==> config.mk <==
export PLATFORM = sky130hd
export DESIGN_NAME = content_type_param_scanner_core
export DESIGN_NICKNAME = d
export VERILOG_FILES = /design/src/rtl/ctps_pkg.sv /design/src/rtl/content_type_param_scanner_core.sv /design/src/rtl/ctps_front.sv /design/src/rtl/ctps_fifo.sv /design/src/rtl/ctps_back.sv
export SDC_FILE = /design/constraint.sdc
export NUM_CORES = 1
export LEC_CHECK = 0
export ABC_AREA = 1
export BUFFER_PORTS_ARGS = -buffer_cell sky130_fd_sc_hd__clkbuf_2
export CORE_MARGIN = 10
export CORE_UTILIZATION = 40
export CTS_CLUSTER_DIAMETER = 50
export DETAILED_ROUTE_END_ITERATION = 8
export HOLD_SLACK_MARGIN = 0.08
export PLACE_DENSITY = 0.58
export REMOVE_ABC_BUFFERS = 1
export SETUP_SLACK_MARGIN = 0.02
export SLEW_MARGIN = 20
export SYNTH_ARGS = -nofsm -noshare
export SYNTH_HDL_FRONTEND = slang
export SYNTH_SLANG_ARGS = --single-unit
==> constraint.sdc <==
create_clock -name clk -period 5.9 [get_ports clk]
set_input_delay 0.295 -clock clk [delete_from_list [all_inputs] [get_ports clk]]
set_output_delay 0.295 -clock clk [all_outputs]
set_load 0.005 [all_outputs]
==> src/rtl/ctps_pkg.sv <==
`timescale 1ns / 1ps
package ctps_pkg;

  // Header body limits
  localparam int MAX_HEADER_BYTES = 4096;
  localparam int POS_W            = $clog2(MAX_HEADER_BYTES + 1);

  // Result kinds
  localparam logic [2:0] KIND_MAIN     = 3'd0;
  localparam logic [2:0] KIND_BOUNDARY = 3'd1;
  localparam logic [2:0] KIND_CHARSET  = 3'd2;
  localparam logic [2:0] KIND_NAME     = 3'd3;
  localparam logic [2:0] KIND_END      = 3'd4;

  // Depth of the record queue between front and back
  localparam int QUEUE_DEPTH = 4;
  localparam int QPTR_W      = $clog2(QUEUE_DEPTH);
  localparam int QCNT_W      = $clog2(QUEUE_DEPTH + 1);

  // One record per accepted byte that causes any result:
  // an optional span, then an optional end-of-header result
  typedef struct packed {
    logic        has_span;
    logic [2:0]  kind;
    logic [11:0] start;
    logic [12:0] len;
    logic        has_end;
  } ctps_rec_t;

endpackage

==> src/rtl/content_type_param_scanner_core.sv <==
`timescale 1ns / 1ps
// A result passes through the registered record queue before it reaches the output ports.
// Throughput: one header byte per cycle while full is low; the final byte may give
// two results, popped in turn; a 4-record queue between scanner and output absorbs it.
// Reset: synchronous, active low; clears scan state and the queue, the body
// offset starts again at zero. The final byte also returns the scan to reset state.
module content_type_param_scanner_core (
  input  logic        clk,
  input  logic        rst_n,
  input  logic        push,
  output logic        full,
  input  logic [7:0]  in_data_byte,
  input  logic        in_last_byte,
  output logic        empty,
  input  logic        pop,
  output logic [2:0]  out_field_kind,
  output logic [11:0] out_span_start,
  output logic [12:0] out_span_length,
  output logic        out_end_of_header
);
  import ctps_pkg::*;

  logic      acc;
  logic      rec_push;
  ctps_rec_t rec;
  ctps_rec_t head;
  logic      q_empty;
  logic      q_pop;

  assign acc = push & ~full;

  ctps_front u_front (
    .clk       (clk),
    .rst_n     (rst_n),
    .acc       (acc),
    .data_byte (in_data_byte),
    .last_byte (in_last_byte),
    .rec_push  (rec_push),
    .rec       (rec)
  );

  ctps_fifo u_fifo (
    .clk     (clk),
    .rst_n   (rst_n),
    .wr_en   (rec_push),
    .wr_data (rec),
    .full    (full),
    .rd_en   (q_pop),
    .rd_data (head),
    .empty   (q_empty)
  );

  ctps_back u_back (
    .clk           (clk),
    .rst_n         (rst_n),
    .head          (head),
    .q_empty       (q_empty),
    .q_pop         (q_pop),
    .empty         (empty),
    .pop           (pop),
    .field_kind    (out_field_kind),
    .span_start    (out_span_start),
    .span_length   (out_span_length),
    .end_of_header (out_end_of_header)
  );

endmodule

==> src/rtl/ctps_front.sv <==
`timescale 1ns / 1ps
module ctps_front (
  input  logic                 clk,
  input  logic                 rst_n,
  input  logic                 acc,
  input  logic [7:0]           data_byte,
  input  logic                 last_byte,
  output logic                 rec_push,
  output ctps_pkg::ctps_rec_t  rec
);
  import ctps_pkg::*;

  typedef enum logic [5:0] {
    PH_MAIN_SKIP = 6'b000001,
    PH_MAIN_VAL  = 6'b000010,
    PH_KEY_SKIP  = 6'b000100,
    PH_KEY       = 6'b001000,
    PH_VAL_SKIP  = 6'b010000,
    PH_VAL       = 6'b100000
  } phase_t;

  localparam logic [7:0] CH_TAB   = 8'h09;
  localparam logic [7:0] CH_LF    = 8'h0A;
  localparam logic [7:0] CH_CR    = 8'h0D;
  localparam logic [7:0] CH_SP    = 8'h20;
  localparam logic [7:0] CH_QUOTE = 8'h22;
  localparam logic [7:0] CH_SEMI  = 8'h3B;
  localparam logic [7:0] CH_EQ    = 8'h3D;

  localparam logic [2:0] ALL_KEYS = 3'b111;
  localparam logic [3:0] IDX_MAX  = 4'hF;

  // Key texts, first character in the top byte, zero padded
  localparam logic [63:0] KEY_TEXT [3] = '{
    64'h626F756E64617279,   // boundary
    64'h6368617273657400,   // charset
    64'h6E616D6500000000    // name
  };
  localparam logic [3:0] KEY_LEN [3] = '{4'd8, 4'd7, 4'd4};

  function automatic logic [2:0] kind_of(input logic [2:0] m);
    logic [2:0] k;
    begin
      if (m[0])      k = KIND_BOUNDARY;
      else if (m[1]) k = KIND_CHARSET;
      else if (m[2]) k = KIND_NAME;
      else           k = KIND_MAIN;
      return k;
    end
  endfunction

  phase_t             phase_r, phase_nxt;
  logic [POS_W-1:0]   pos_r, pos_nxt;
  logic [POS_W-1:0]   vb_r, vb_nxt;
  logic               quoted_r, quoted_nxt;
  logic [2:0]         mask_r, mask_nxt;
  logic [3:0]         idx_r, idx_nxt;
  logic               closed_r, closed_nxt;

  logic               active;
  logic               is_tab, is_sp, is_cr, is_lf, is_quote, is_semi, is_eq, is_ws;
  logic [7:0]         folded;
  logic [2:0]         kin_mask;
  logic [3:0]         kin_idx;
  logic               kin_closed;
  logic [2:0]         size_hit, chr_hit;
  logic               stop;
  logic               span_hit;
  logic [2:0]         span_kind;
  logic [POS_W-1:0]   span_vb;
  logic [POS_W-1:0]   span_len;

  // Classify the byte
  assign is_tab   = (data_byte == CH_TAB);
  assign is_sp    = (data_byte == CH_SP);
  assign is_cr    = (data_byte == CH_CR);
  assign is_lf    = (data_byte == CH_LF);
  assign is_quote = (data_byte == CH_QUOTE);
  assign is_semi  = (data_byte == CH_SEMI);
  assign is_eq    = (data_byte == CH_EQ);
  assign is_ws    = is_tab | is_sp | is_cr | is_lf;
  assign folded   = (data_byte >= 8'h41 && data_byte <= 8'h5A) ? data_byte + 8'h20 : data_byte;
  assign active   = (pos_r < POS_W'(MAX_HEADER_BYTES));

  // Key matcher inputs: a fresh key starts when the key skip ends
  assign kin_mask   = (phase_r == PH_KEY_SKIP) ? ALL_KEYS : mask_r;
  assign kin_idx    = (phase_r == PH_KEY_SKIP) ? 4'd0 : idx_r;
  assign kin_closed = (phase_r == PH_KEY_SKIP) ? 1'b0 : closed_r;

  always_comb begin
    for (int k = 0; k < 3; k++) begin
      size_hit[k] = (KEY_LEN[k] == kin_idx);
      chr_hit[k]  = (kin_idx < KEY_LEN[k]) &&
                    (KEY_TEXT[k][8*(7 - int'(kin_idx[2:0])) +: 8] == folded);
    end
  end

  assign stop = quoted_r ? (is_quote | is_cr | is_lf) : (is_semi | is_ws);

  // Scan one byte, then close the header on the final byte
  always_comb begin
    phase_nxt  = phase_r;
    pos_nxt    = pos_r;
    vb_nxt     = vb_r;
    quoted_nxt = quoted_r;
    mask_nxt   = mask_r;
    idx_nxt    = idx_r;
    closed_nxt = closed_r;
    span_hit   = 1'b0;
    span_kind  = KIND_MAIN;
    span_vb    = vb_r;
    span_len   = '0;

    if (active) begin
      pos_nxt = POS_W'(pos_r + 1'b1);
      case (phase_r)
        PH_MAIN_SKIP: begin
          if (!(is_tab | is_sp | is_quote)) begin
            if (is_semi | is_cr | is_lf) begin
              phase_nxt = PH_KEY_SKIP;
            end else begin
              phase_nxt = PH_MAIN_VAL;
              vb_nxt    = pos_r;
            end
          end
        end
        PH_MAIN_VAL: begin
          if (is_semi | is_ws | is_quote) begin
            if (pos_r > vb_r) begin
              span_hit  = 1'b1;
              span_kind = KIND_MAIN;
              span_vb   = vb_r;
              span_len  = POS_W'(pos_r - vb_r);
            end
            phase_nxt = PH_KEY_SKIP;
          end
        end
        PH_KEY_SKIP, PH_KEY: begin
          if (phase_r == PH_KEY || !(is_semi | is_ws)) begin
            phase_nxt  = PH_KEY;
            mask_nxt   = kin_mask;
            idx_nxt    = kin_idx;
            closed_nxt = kin_closed;
            if (is_eq) begin
              mask_nxt  = kin_mask & size_hit;
              phase_nxt = PH_VAL_SKIP;
            end else if (!kin_closed) begin
              if (is_ws) begin
                closed_nxt = 1'b1;
              end else begin
                mask_nxt = kin_mask & chr_hit;
                if (kin_idx != IDX_MAX) idx_nxt = kin_idx + 4'd1;
              end
            end
          end
        end
        PH_VAL_SKIP: begin
          if (!is_ws) begin
            phase_nxt = PH_VAL;
            if (is_quote) begin
              quoted_nxt = 1'b1;
              vb_nxt     = POS_W'(pos_r + 1'b1);
            end else begin
              quoted_nxt = 1'b0;
              vb_nxt     = pos_r;
              // A bare value that stops at once is empty
              if (is_semi) begin
                if (mask_r != 3'b000) begin
                  span_hit  = 1'b1;
                  span_kind = kind_of(mask_r);
                  span_vb   = pos_r;
                  span_len  = '0;
                end
                phase_nxt = PH_KEY_SKIP;
              end
            end
          end
        end
        PH_VAL: begin
          if (stop) begin
            if (mask_r != 3'b000) begin
              span_hit  = 1'b1;
              span_kind = kind_of(mask_r);
              span_vb   = vb_r;
              span_len  = POS_W'(pos_r - vb_r);
            end
            phase_nxt = PH_KEY_SKIP;
          end
        end
        default: begin
          phase_nxt = PH_MAIN_SKIP;
        end
      endcase
    end

    if (last_byte) begin
      // Close a value still open at the end
      if (phase_nxt == PH_MAIN_VAL && pos_nxt > vb_nxt) begin
        span_hit  = 1'b1;
        span_kind = KIND_MAIN;
        span_vb   = vb_nxt;
        span_len  = POS_W'(pos_nxt - vb_nxt);
      end else if (phase_nxt == PH_VAL && mask_nxt != 3'b000) begin
        span_hit  = 1'b1;
        span_kind = kind_of(mask_nxt);
        span_vb   = vb_nxt;
        span_len  = (pos_nxt > vb_nxt) ? POS_W'(pos_nxt - vb_nxt) : '0;
      end
      phase_nxt  = PH_MAIN_SKIP;
      pos_nxt    = '0;
      vb_nxt     = '0;
      quoted_nxt = 1'b0;
      mask_nxt   = ALL_KEYS;
      idx_nxt    = '0;
      closed_nxt = 1'b0;
    end
  end

  // Build the record for the queue
  assign rec_push     = acc & (span_hit | last_byte);
  assign rec.has_span = span_hit;
  assign rec.kind     = span_kind;
  assign rec.start    = span_vb[11:0];
  assign rec.len      = 13'(span_len);
  assign rec.has_end  = last_byte;

  // Advance scan state on each accepted byte
  always_ff @(posedge clk) begin
    if (!rst_n) begin
      phase_r  <= PH_MAIN_SKIP;
      pos_r    <= '0;
      vb_r     <= '0;
      quoted_r <= 1'b0;
      mask_r   <= ALL_KEYS;
      idx_r    <= '0;
      closed_r <= 1'b0;
    end else if (acc) begin
      phase_r  <= phase_nxt;
      pos_r    <= pos_nxt;
      vb_r     <= vb_nxt;
      quoted_r <= quoted_nxt;
      mask_r   <= mask_nxt;
      idx_r    <= idx_nxt;
      closed_r <= closed_nxt;
    end
  end

endmodule

==> src/rtl/ctps_fifo.sv <==
`timescale 1ns / 1ps
module ctps_fifo (
  input  logic                 clk,
  input  logic                 rst_n,
  input  logic                 wr_en,
  input  ctps_pkg::ctps_rec_t  wr_data,
  output logic                 full,
  input  logic                 rd_en,
  output ctps_pkg::ctps_rec_t  rd_data,
  output logic                 empty
);
  import ctps_pkg::*;

  ctps_rec_t          mem_r [QUEUE_DEPTH];
  ctps_rec_t          rd_data_r;
  logic [QPTR_W-1:0]  wr_ptr_r, wr_ptr_nxt;
  logic [QPTR_W-1:0]  rd_ptr_r, rd_ptr_nxt;
  logic [QCNT_W-1:0]  cnt_r, cnt_nxt;
  logic               do_wr, do_rd;

  assign full    = (cnt_r == QCNT_W'(QUEUE_DEPTH));
  assign empty   = (cnt_r == '0);
  assign do_wr   = wr_en & ~full;
  assign do_rd   = rd_en & ~empty;
  assign rd_data = rd_data_r;

  // Advance pointers and occupancy
  always_comb begin
    wr_ptr_nxt = do_wr ? QPTR_W'(wr_ptr_r + 1'b1) : wr_ptr_r;
    rd_ptr_nxt = do_rd ? QPTR_W'(rd_ptr_r + 1'b1) : rd_ptr_r;
    cnt_nxt    = cnt_r;
    if (do_wr && !do_rd) cnt_nxt = QCNT_W'(cnt_r + 1'b1);
    if (!do_wr && do_rd) cnt_nxt = QCNT_W'(cnt_r - 1'b1);
  end

  always_ff @(posedge clk) begin
    if (!rst_n) begin
      wr_ptr_r <= '0;
      rd_ptr_r <= '0;
      cnt_r    <= '0;
    end else begin
      wr_ptr_r <= wr_ptr_nxt;
      rd_ptr_r <= rd_ptr_nxt;
      cnt_r    <= cnt_nxt;
    end
  end

  // Store records, and fetch the next head, taking the incoming record when it lands there
  always_ff @(posedge clk) begin
    if (do_wr) mem_r[wr_ptr_r] <= wr_data;
    if (do_wr && (wr_ptr_r == rd_ptr_nxt)) rd_data_r <= wr_data;
    else rd_data_r <= mem_r[rd_ptr_nxt];
  end

endmodule

==> src/rtl/ctps_back.sv <==
`timescale 1ns / 1ps
module ctps_back (
  input  logic                 clk,
  input  logic                 rst_n,
  input  ctps_pkg::ctps_rec_t  head,
  input  logic                 q_empty,
  output logic                 q_pop,
  output logic                 empty,
  input  logic                 pop,
  output logic [2:0]           field_kind,
  output logic [11:0]          span_start,
  output logic [12:0]          span_length,
  output logic                 end_of_header
);
  import ctps_pkg::*;

  logic span_done_r, span_done_nxt;
  logic show_span;
  logic take;

  // Show the span first, then the end result of the same record
  assign show_span     = head.has_span & ~span_done_r;
  assign empty         = q_empty;
  assign field_kind    = show_span ? head.kind  : KIND_END;
  assign span_start    = show_span ? head.start : 12'd0;
  assign span_length   = show_span ? head.len   : 13'd0;
  assign end_of_header = ~show_span;

  // Drop the record once its last result is taken
  assign take = pop & ~q_empty;

  always_comb begin
    q_pop         = 1'b0;
    span_done_nxt = span_done_r;
    if (take) begin
      if (show_span && head.has_end) begin
        span_done_nxt = 1'b1;
      end else begin
        q_pop         = 1'b1;
        span_done_nxt = 1'b0;
      end
    end
  end

  always_ff @(posedge clk) begin
    if (!rst_n) begin
      span_done_r <= 1'b0;
    end else begin
      span_done_r <= span_done_nxt;
    end
  end

endmodule

==> impl_metrics.py, run 1 <==
metrics = {
    "global_routing": {
        "grt_start_max_net_pins": 59,
        "grt_first_pass_wirelength_microns": 48600,
        "total_overflow_reported_by_the_global_router": 0,
        "grt_pass1_vias": 8973,
        "total_routing_usage_gr_pct": 18.0,
        "number_of_antenna_violations_at_the_first_check_in_global_routing": 0,
    },
    "final_layout": {
        "layout.cells.most_common": "sky130_fd_sc_hd__nand2_1",
        "final_cell_mix": "sky130_fd_sc_hd__nand2_1, sky130_fd_sc_hd__nor2_1, sky130_fd_sc_hd__inv_1, sky130_fd_sc_hd__o21ai_0, sky130_fd_sc_hd__edfxtp_1",
        "drive_above_1_share_pct": 9.59,
        "fin_area_sq_um": 11700,
        "nNetsFinal": 1476,
        "synthToLayoutAreaGrowth_pct": 10.6,
        "n_antenna_cell": 0,
    },
    "clock_network": {
        "source_to_sink_clock_delay_at_the_later_pin_of_the_worst_skew_pair_ns": 0.44,
        "tritoncts_clock_tree": "done",
        "clk_pin_slew_ns": 0.07,
        "htree_num_levels": 4,
        "clockBufferDepth": 2,
        "holdBufCountCts": 0,
        "cts.root.buffer_cell": "sky130_fd_sc_hd__clkbuf_16",
        "cts_resized": 0,
        "cts_setup_buffers": 0,
        "numClockSinks": 167,
        "cts_buffers": 17,
    },
    "setup_path": {
        "worst-endpoint-arrival_ns": 5.52,
        "cpPeakStageDelay_ns": 0.98,
        "end_kind": "flip-flop",
        "crit_chain": "clkinv_1 > nand2_1 > inv_1 > nand3_1 > inv_1 > o21ai_0 > inv_1 > ha_1 > nand3_1 > nand2_1 > a21oi_1 > o21ai_0 > o21ai_1 > buf_4 > nor2_4 > nand2_4 > a21oi_2 > nand2_1 > nand2_1",
        "crit_path_category": "flip-flop to flip-flop",
        "path_max_fanout": 30,
        "critical_path.startpoint": "u_front.pos_r[12]$_SDFFE_PN0P_",
        "critPathRequiredTime_ns": 6.17,
        "worstSetupStartpointType": "flip-flop",
        "slowest_stage": "sky130_fd_sc_hd__dfxtp_1",
        "worst_r2r_startpoint": "u_front.pos_r[12]$_SDFFE_PN0P_",
        "critical-path-top-cell-by-count": "sky130_fd_sc_hd__nand2_1",
    },
    "drt": {
        "via_count": 9591,
        "detail_route.wirelength_microns": 30400,
        "detail_route.vias_per_cell": 5.41,
        "met3RoutedLength_microns": 1610,
        "drc_marker_count_from_the_first_detailed_route_iteration": 1016,
        "wl_per_cell_microns": 17.2,
        "routed-wl-met2_microns": 13900,
        "drtPass1Iterations": 5,
        "met1_length_microns": 14600,
        "drcViolationCount": 0,
        "final_antenna_net_count": 0,
        "highest_layer": "met4",
    },
    "worst_hold_path": {
        "hold_path.class": "primary input to flip-flop",
        "min_from": "rst_n",
    },
    "power": {
        "combinationalPowerShare_pct": 22.2,
        "power.density_nw_per_um2": 275,
        "p_seq_share_pct": 41.0,
        "switching_share_of_power_pct": 31.6,
        "clock_power_share_pct": 36.9,
        "leakage_nw": 4.80,
        "vdd.ir_drop.worst_mv": 0.177,
        "p_switching_mw": 1.02,
        "p_int_mw": 2.20,
    },
    "floorplan": {
        "placementRows": 59,
        "dieArea_sq_um": 33300,
        "core_region_area_sq_um": 26000,
        "io_pins": 44,
        "die-height_microns": 182,
        "floorplan.initialDensity_pct": 40.6,
        "die-width_microns": 182,
    },
    "status": {
        "status": "finished, final reports clean",
    },
    "yosys": {
        "post_synth_main_area_contributors": "sky130_fd_sc_hd__edfxtp_1, sky130_fd_sc_hd__nand2_1, sky130_fd_sc_hd__dfxtp_1",
        "yosysSeqAreaShare_pct": 42.7,
        "syn-instance-count": 1405,
        "postSynthAreaPerCell_sq_um": 7.51,
        "synth_ff_type": "sky130_fd_sc_hd__edfxtp_1",
        "postSynthRegisterBits": 167,
        "synth_top_cell_by_area": "sky130_fd_sc_hd__edfxtp_1",
        "syn-cell-area_sq_um": 10600,
        "netlist-cell-type-count": 51,
        "synthesis.yosys.warnings": 0,
        "synth_top_area_share_pct": 33.0,
        "synth-edff-count": 116,
        "postSynth.asyncResetShare_pct": 0,
    },
    "timing": {
        "worstMarginPinSlew_ns": 0.997,
        "final-hold-violation-count": 0,
        "timing.final.max_slew_violations": 0,
        "final-setup-viol-count": 0,
        "setup_tns_ns": 0,
        "post_route_clock_period_utilization_pct": 89.0,
        "grt_setup_unrepaired": "no",
        "clock_skew_ns": 0.0163,
        "fin_hold_ws_ns": 0.232,
        "max_freq_mhz": 191,
        "min_period_ns": 5.25,
        "slew_headroom_pct": 33.5,
    },
    "placement": {
        "place_congestion": 0.978,
        "place.detailed.hpwl_microns": 21400,
        "port_buffers": 43,
        "post_dp_cell_area_sq_um": 11100,
    },
    "flow_run": {
        "drv.max_cap_violation_count": 0,
    },
}
==> kinds of logic (layout without fill, tap and decap cells) <==
family	count (synthesis)	count (layout)	synth area share, %
buf+inv	206	240	7.78
compound gates	298	298	15.4
fa+ha+maj	37	37	4.60
xor+xnor	29	29	2.41
flops	167	167	42.7
simple gates	668	668	27.1
==> final timing paths <==
path | endpoint | slack, ns | cells past startpoint
setup reg to reg | u_fifo.mem_r[1][17]$_DFFE_PP_ | 0.65 | 19
setup / recovery | u_fifo.mem_r[1][17]$_DFFE_PP_ | 0.65 | 19
hold / removal | u_front.mask_r[0]$_SDFFE_PN1P_ | 0.23 | 2
hold reg to reg | flip-flop | 0.45 | 1
==> synthesized netlist by cell type, types with 3 or more instances <==
master	n
sky130_fd_sc_hd__o21ai_1	8
sky130_fd_sc_hd__dfxtp_1	51
sky130_fd_sc_hd__nor3_1	14
sky130_fd_sc_hd__o22ai_1	4
sky130_fd_sc_hd__nor2_1	179
sky130_fd_sc_hd__nand3_2	7
sky130_fd_sc_hd__nand3_1	88
sky130_fd_sc_hd__o21ai_0	129
sky130_fd_sc_hd__fa_1	3
sky130_fd_sc_hd__a21oi_2	4
sky130_fd_sc_hd__a31oi_1	7
sky130_fd_sc_hd__a211oi_1	4
sky130_fd_sc_hd__a32oi_1	3
sky130_fd_sc_hd__inv_2	6
sky130_fd_sc_hd__xnor2_1	4
sky130_fd_sc_hd__inv_1	140
sky130_fd_sc_hd__o211ai_1	5
sky130_fd_sc_hd__a21oi_1	112
sky130_fd_sc_hd__nand4_1	27
sky130_fd_sc_hd__buf_6	4
sky130_fd_sc_hd__clkinv_1	4
sky130_fd_sc_hd__nand2_1	325
sky130_fd_sc_hd__buf_1	9
sky130_fd_sc_hd__buf_4	4
sky130_fd_sc_hd__a21o_1	3
sky130_fd_sc_hd__clkbuf_1	37
sky130_fd_sc_hd__nand2_2	8
sky130_fd_sc_hd__edfxtp_1	116
sky130_fd_sc_hd__ha_1	34
sky130_fd_sc_hd__nand3b_1	5
sky130_fd_sc_hd__nor2_2	8
sky130_fd_sc_hd__xor2_1	25
sky130_fd_sc_hd__o21ai_2	3
==> sequential cells by signal (all words and copies together), names as in the netlist, named ones only <==
signal / count
u_back.span_done_r: 1
u_fifo.cnt_r: 3
u_fifo.mem_r: 116
u_fifo.rd_ptr_r: 2
u_fifo.wr_ptr_r: 2
u_front.closed_r: 1
u_front.idx_r: 4
u_front.mask_r: 3
u_front.phase_r: 6
u_front.pos_r: 13
u_front.quoted_r: 1
u_front.vb_r: 13
==> metal layers <==
metal  up-vias  track usage [%]
met2       290             28.5
met1      4525             25.1
met4         0             4.17
met3        20             3.05
li1       4756                -
met5         -                0
==> stage by stage <==
step / utilization (%) / worst slack, ns / power (mW) / instances
after floorplan: - / 1.38 / 1.77 / 1350
after global placement: 42.6 / 0.934 / 2.06 / 1742
after detailed placement: 42.6 / 0.807 / 2.07 / 1742
after CTS: 44.9 / 0.760 / 3.25 / 1774
after global routing: 44.9 / 0.227 / 3.38 / 1774
final: 44.9 / 0.652 / 3.22 / 1774
==> power groups by stage <==
stage | combinational [mW] | sequential [mW] | clock (mW)
global route | 0.809 | 1.32 | 1.25
detailed placement | 0.725 | 1.34 | 0
global placement | 0.720 | 1.34 | 0
CTS | 0.728 | 1.32 | 1.20
finish | 0.713 | 1.32 | 1.19
floorplan | 0.408 | 1.36 | 0
==> layout make-up <==
type | instances | area [sq um]
tap | 335 | 419
timing repair buffer | 57 | 320
fill | 2615 | 14300
clock inverter | 14 | 189
multi-input combinational | 1032 | 5240
inverter | 151 | 568
clock buffer | 18 | 429
sequential | 167 | 4510
==> worst max-delay path, delay by kind of cell (launching register included) <==
| kind | cells | cell delay (ns) |
|---|---|---|
| AND/OR/NAND/NOR | 8 | 1.36 |
| buffers and inverters | 5 | 0.94 |
| flip-flops | 1 | 0.98 |
| AO/OA/AOI/OAI | 5 | 1.45 |
| adder cells (fa/ha/maj) | 1 | 0.33 |
No activity file was read; power rests on OpenSTA's default activity.
==> run 2, diff against run 1 <==
==> constraint.sdc (replaced) <==
create_clock -name clk -period 5.9 [get_ports clk]
set_input_delay 0 -clock clk [delete_from_list [all_inputs] [get_ports clk]]
set_output_delay 0 -clock clk [all_outputs]
set_load 0.005 [all_outputs]
==> run 2 against run 1 <==
Die area is the same. Routed wire length grew 0.54%. Final cell count grew 0.28%. First-iteration DRC count grew 3.4%. Combinational power is essentially flat. Maximum frequency grew 6.1%. Utilization grew 0.063 points. Clock-buffer cell count is the same. Power shrank 1.9%. Non-clock buffer count grew 5.
==> impl_metrics.py, run 2 (same netlist as run 1, synthesis figures left out) <==
metrics = {
    "status": {
        "status": "finished, final reports clean",
    },
    "final_layout": {
        "fin_area_sq_um": 11700,
        "synthToLayoutAreaGrowth_pct": 10.8,
        "seq_area_sq_um": 4510,
        "nNetsFinal": 1481,
        "largest_register_ff_count": 116,
        "final-instance-count-excl-fill": 1779,
        "multiInputGateArea_sq_um": 5240,
        "layout.cells.most_common": "sky130_fd_sc_hd__nand2_1",
        "registers.top_by_ff_count": "u_fifo.mem_r",
        "final_cell_mix": "sky130_fd_sc_hd__nand2_1, sky130_fd_sc_hd__nor2_1, sky130_fd_sc_hd__inv_1, sky130_fd_sc_hd__o21ai_0, sky130_fd_sc_hd__edfxtp_1",
        "layout.filler_cells": 2655,
        "post-route-util_pct": 45.0,
        "biggest_regs": "u_fifo.mem_r: 116 flops, u_front.pos_r: 13 flops, u_front.vb_r: 13 flops",
        "n_antenna_cell": 0,
        "drive_above_1_share_pct": 9.63,
    },
    "clock_network": {
        "cts_setup_buffers": 0,
        "clk_pin_slew_ns": 0.07,
        "cts_resized": 0,
        "tritoncts_clock_tree": "done",
        "numClockSinks": 167,
        "holdBufCountCts": 3,
        "clockBufferDepth": 2,
        "cts_buffers": 17,
        "htree_num_levels": 4,
        "source_to_sink_clock_delay_at_the_later_pin_of_the_worst_skew_pair_ns": 0.44,
        "cts.root.buffer_cell": "sky130_fd_sc_hd__clkbuf_16",
    },
    "power": {
        "p_switching_mw": 1.03,
        "clock_power_share_pct": 35.7,
        "leakage_nw": 4.80,
        "vdd.ir_drop.worst_mv": 0.161,
        "power.density_nw_per_um2": 270,
        "switching_share_of_power_pct": 32.7,
        "p_seq_share_pct": 41.7,
        "p_int_mw": 2.13,
        "power.total_mw": 3.16,
        "combinationalPowerShare_pct": 22.5,
    },
    "floorplan": {
        "placementRows": 59,
        "io_pins": 44,
        "core_region_area_sq_um": 26000,
        "die-width_microns": 182,
        "dieArea_sq_um": 33300,
        "die-height_microns": 182,
        "floorplan.initialDensity_pct": 40.6,
    },
    "drt": {
        "drtPass1Iterations": 7,
        "detail_route.wirelength_microns": 30600,
        "detail_route.vias_per_cell": 5.31,
        "wl_per_cell_microns": 17.2,
        "via_count": 9441,
        "drcViolationCount": 0,
        "drc_marker_count_from_the_first_detailed_route_iteration": 1051,
        "final_antenna_net_count": 0,
    },
    "setup_path": {
        "worstSetupStartpointType": "flip-flop",
        "worst-endpoint-arrival_ns": 5.21,
        "crit_path_category": "flip-flop to flip-flop",
        "path_max_fanout": 12,
        "critPathRequiredTime_ns": 6.17,
        "end_kind": "flip-flop",
    },
    "timing": {
        "slew_headroom_pct": 28.6,
        "fin_hold_ws_ns": 0.209,
        "final-setup-viol-count": 0,
        "min_period_ns": 4.95,
        "grt_setup_unrepaired": "no",
        "max_freq_mhz": 202,
        "setup_tns_ns": 0,
        "post_route_clock_period_utilization_pct": 83.9,
        "timing.final.max_slew_violations": 0,
        "clock_skew_ns": 0.0184,
        "final-hold-violation-count": 0,
        "worstMarginPinSlew_ns": 1.07,
        "layout_setup_ws_ns": 0.952,
    },
    "global_routing": {
        "grt_start_max_net_pins": 57,
        "grt_pass1_vias": 8754,
        "total_overflow_reported_by_the_global_router": 0,
        "number_of_antenna_violations_at_the_first_check_in_global_routing": 0,
        "grt_first_pass_wirelength_microns": 48600,
        "total_routing_usage_gr_pct": 18.1,
    },
    "placement": {
        "place_congestion": 0.991,
        "post_dp_cell_area_sq_um": 11100,
        "place_inst": 1744,
        "preCtsSetupSlack_ns": 1.10,
        "place.detailed.hpwl_microns": 21600,
        "port_buffers": 43,
    },
    "worst_hold_path": {
        "hold_path.class": "primary input to flip-flop",
    },
    "flow_run": {
        "drv.max_cap_violation_count": 0,
    },
}
[run 2: cell types whose count changed in the layout (fill, tap and decap cells not counted), sizes merged]
cell | previous run | this run
dlygate4sd3 | 0 | 3
inv | 152 | 154
bufinv | 3 | 1
buf | 14 | 16
clkinv | 10 | 7
clkinvlp | 0 | 3
[run 2: worst paths after layout]
| path | from | end | slack [ns] | cells after the start |
|---|---|---|---|---|
| setup reg to reg | u_front.phase_r[4]$_SDFFE_PN0P_ | u_fifo.mem_r[2][18]$_DFFE_PP_ | 0.95 | 21 |
| hold reg to reg | u_fifo.rd_ptr_r[1]$_SDFF_PN0_ | flip-flop | 0.45 | 1 |
| setup / recovery | u_front.phase_r[4]$_SDFFE_PN0P_ | u_fifo.mem_r[2][18]$_DFFE_PP_ | 0.95 | 21 |
| hold / removal | in_last_byte | u_fifo.mem_r[0][0]$_DFFE_PP_ | 0.21 | 1 |
[run 2: worst max-delay path, cell delays in order (launching register included)]
cell	delay (ns)
sky130_fd_sc_hd__dfxtp_1	0.48
sky130_fd_sc_hd__nor2_2	0.12
sky130_fd_sc_hd__nand4_1	0.15
sky130_fd_sc_hd__nand2_1	0.12
sky130_fd_sc_hd__nand2_1	0.19
sky130_fd_sc_hd__inv_1	0.22
sky130_fd_sc_hd__nand3_1	0.36
sky130_fd_sc_hd__inv_1	0.19
sky130_fd_sc_hd__o21ai_0	0.57
sky130_fd_sc_hd__inv_1	0.10
sky130_fd_sc_hd__ha_1	0.40
sky130_fd_sc_hd__nand2_1	0.09
sky130_fd_sc_hd__o21ai_0	0.19
sky130_fd_sc_hd__a21oi_1	0.06
sky130_fd_sc_hd__o21ai_0	0.07
sky130_fd_sc_hd__o21ai_1	0.08
sky130_fd_sc_hd__buf_4	0.18
sky130_fd_sc_hd__nor2_4	0.24
sky130_fd_sc_hd__nand2_4	0.09
sky130_fd_sc_hd__a21oi_2	0.53
sky130_fd_sc_hd__nand2_1	0.12
sky130_fd_sc_hd__nand2_1	0.18
[run 2: cell type report]
type,count,area share [%]
Inverter,151,4.86
Sequential cell,167,38.5
Multi-Input combinational cell,1032,44.9
Clock buffer,18,3.67
Clock inverter,14,1.37
Timing Repair Buffer,62,3.13
Tap cell,335,3.59
[run 2: power by group through the flow]
stage,Combinational [mW],Clock [mW],Sequential (mW)
finish,0.711,1.13,1.32
floorplan,0.408,0,1.36
CTS,0.728,1.15,1.32
global route,0.809,1.20,1.32
global placement,0.718,0,1.34
detailed placement,0.723,0,1.34
[run 2: layer usage]
layer,up-vias,track usage [%],wire [microns]
li1,4777,-,-
met4,0,4.23,330
met2,233,28.4,13700
met3,28,2.83,1560
met5,-,0,0
met1,4403,25.6,15000
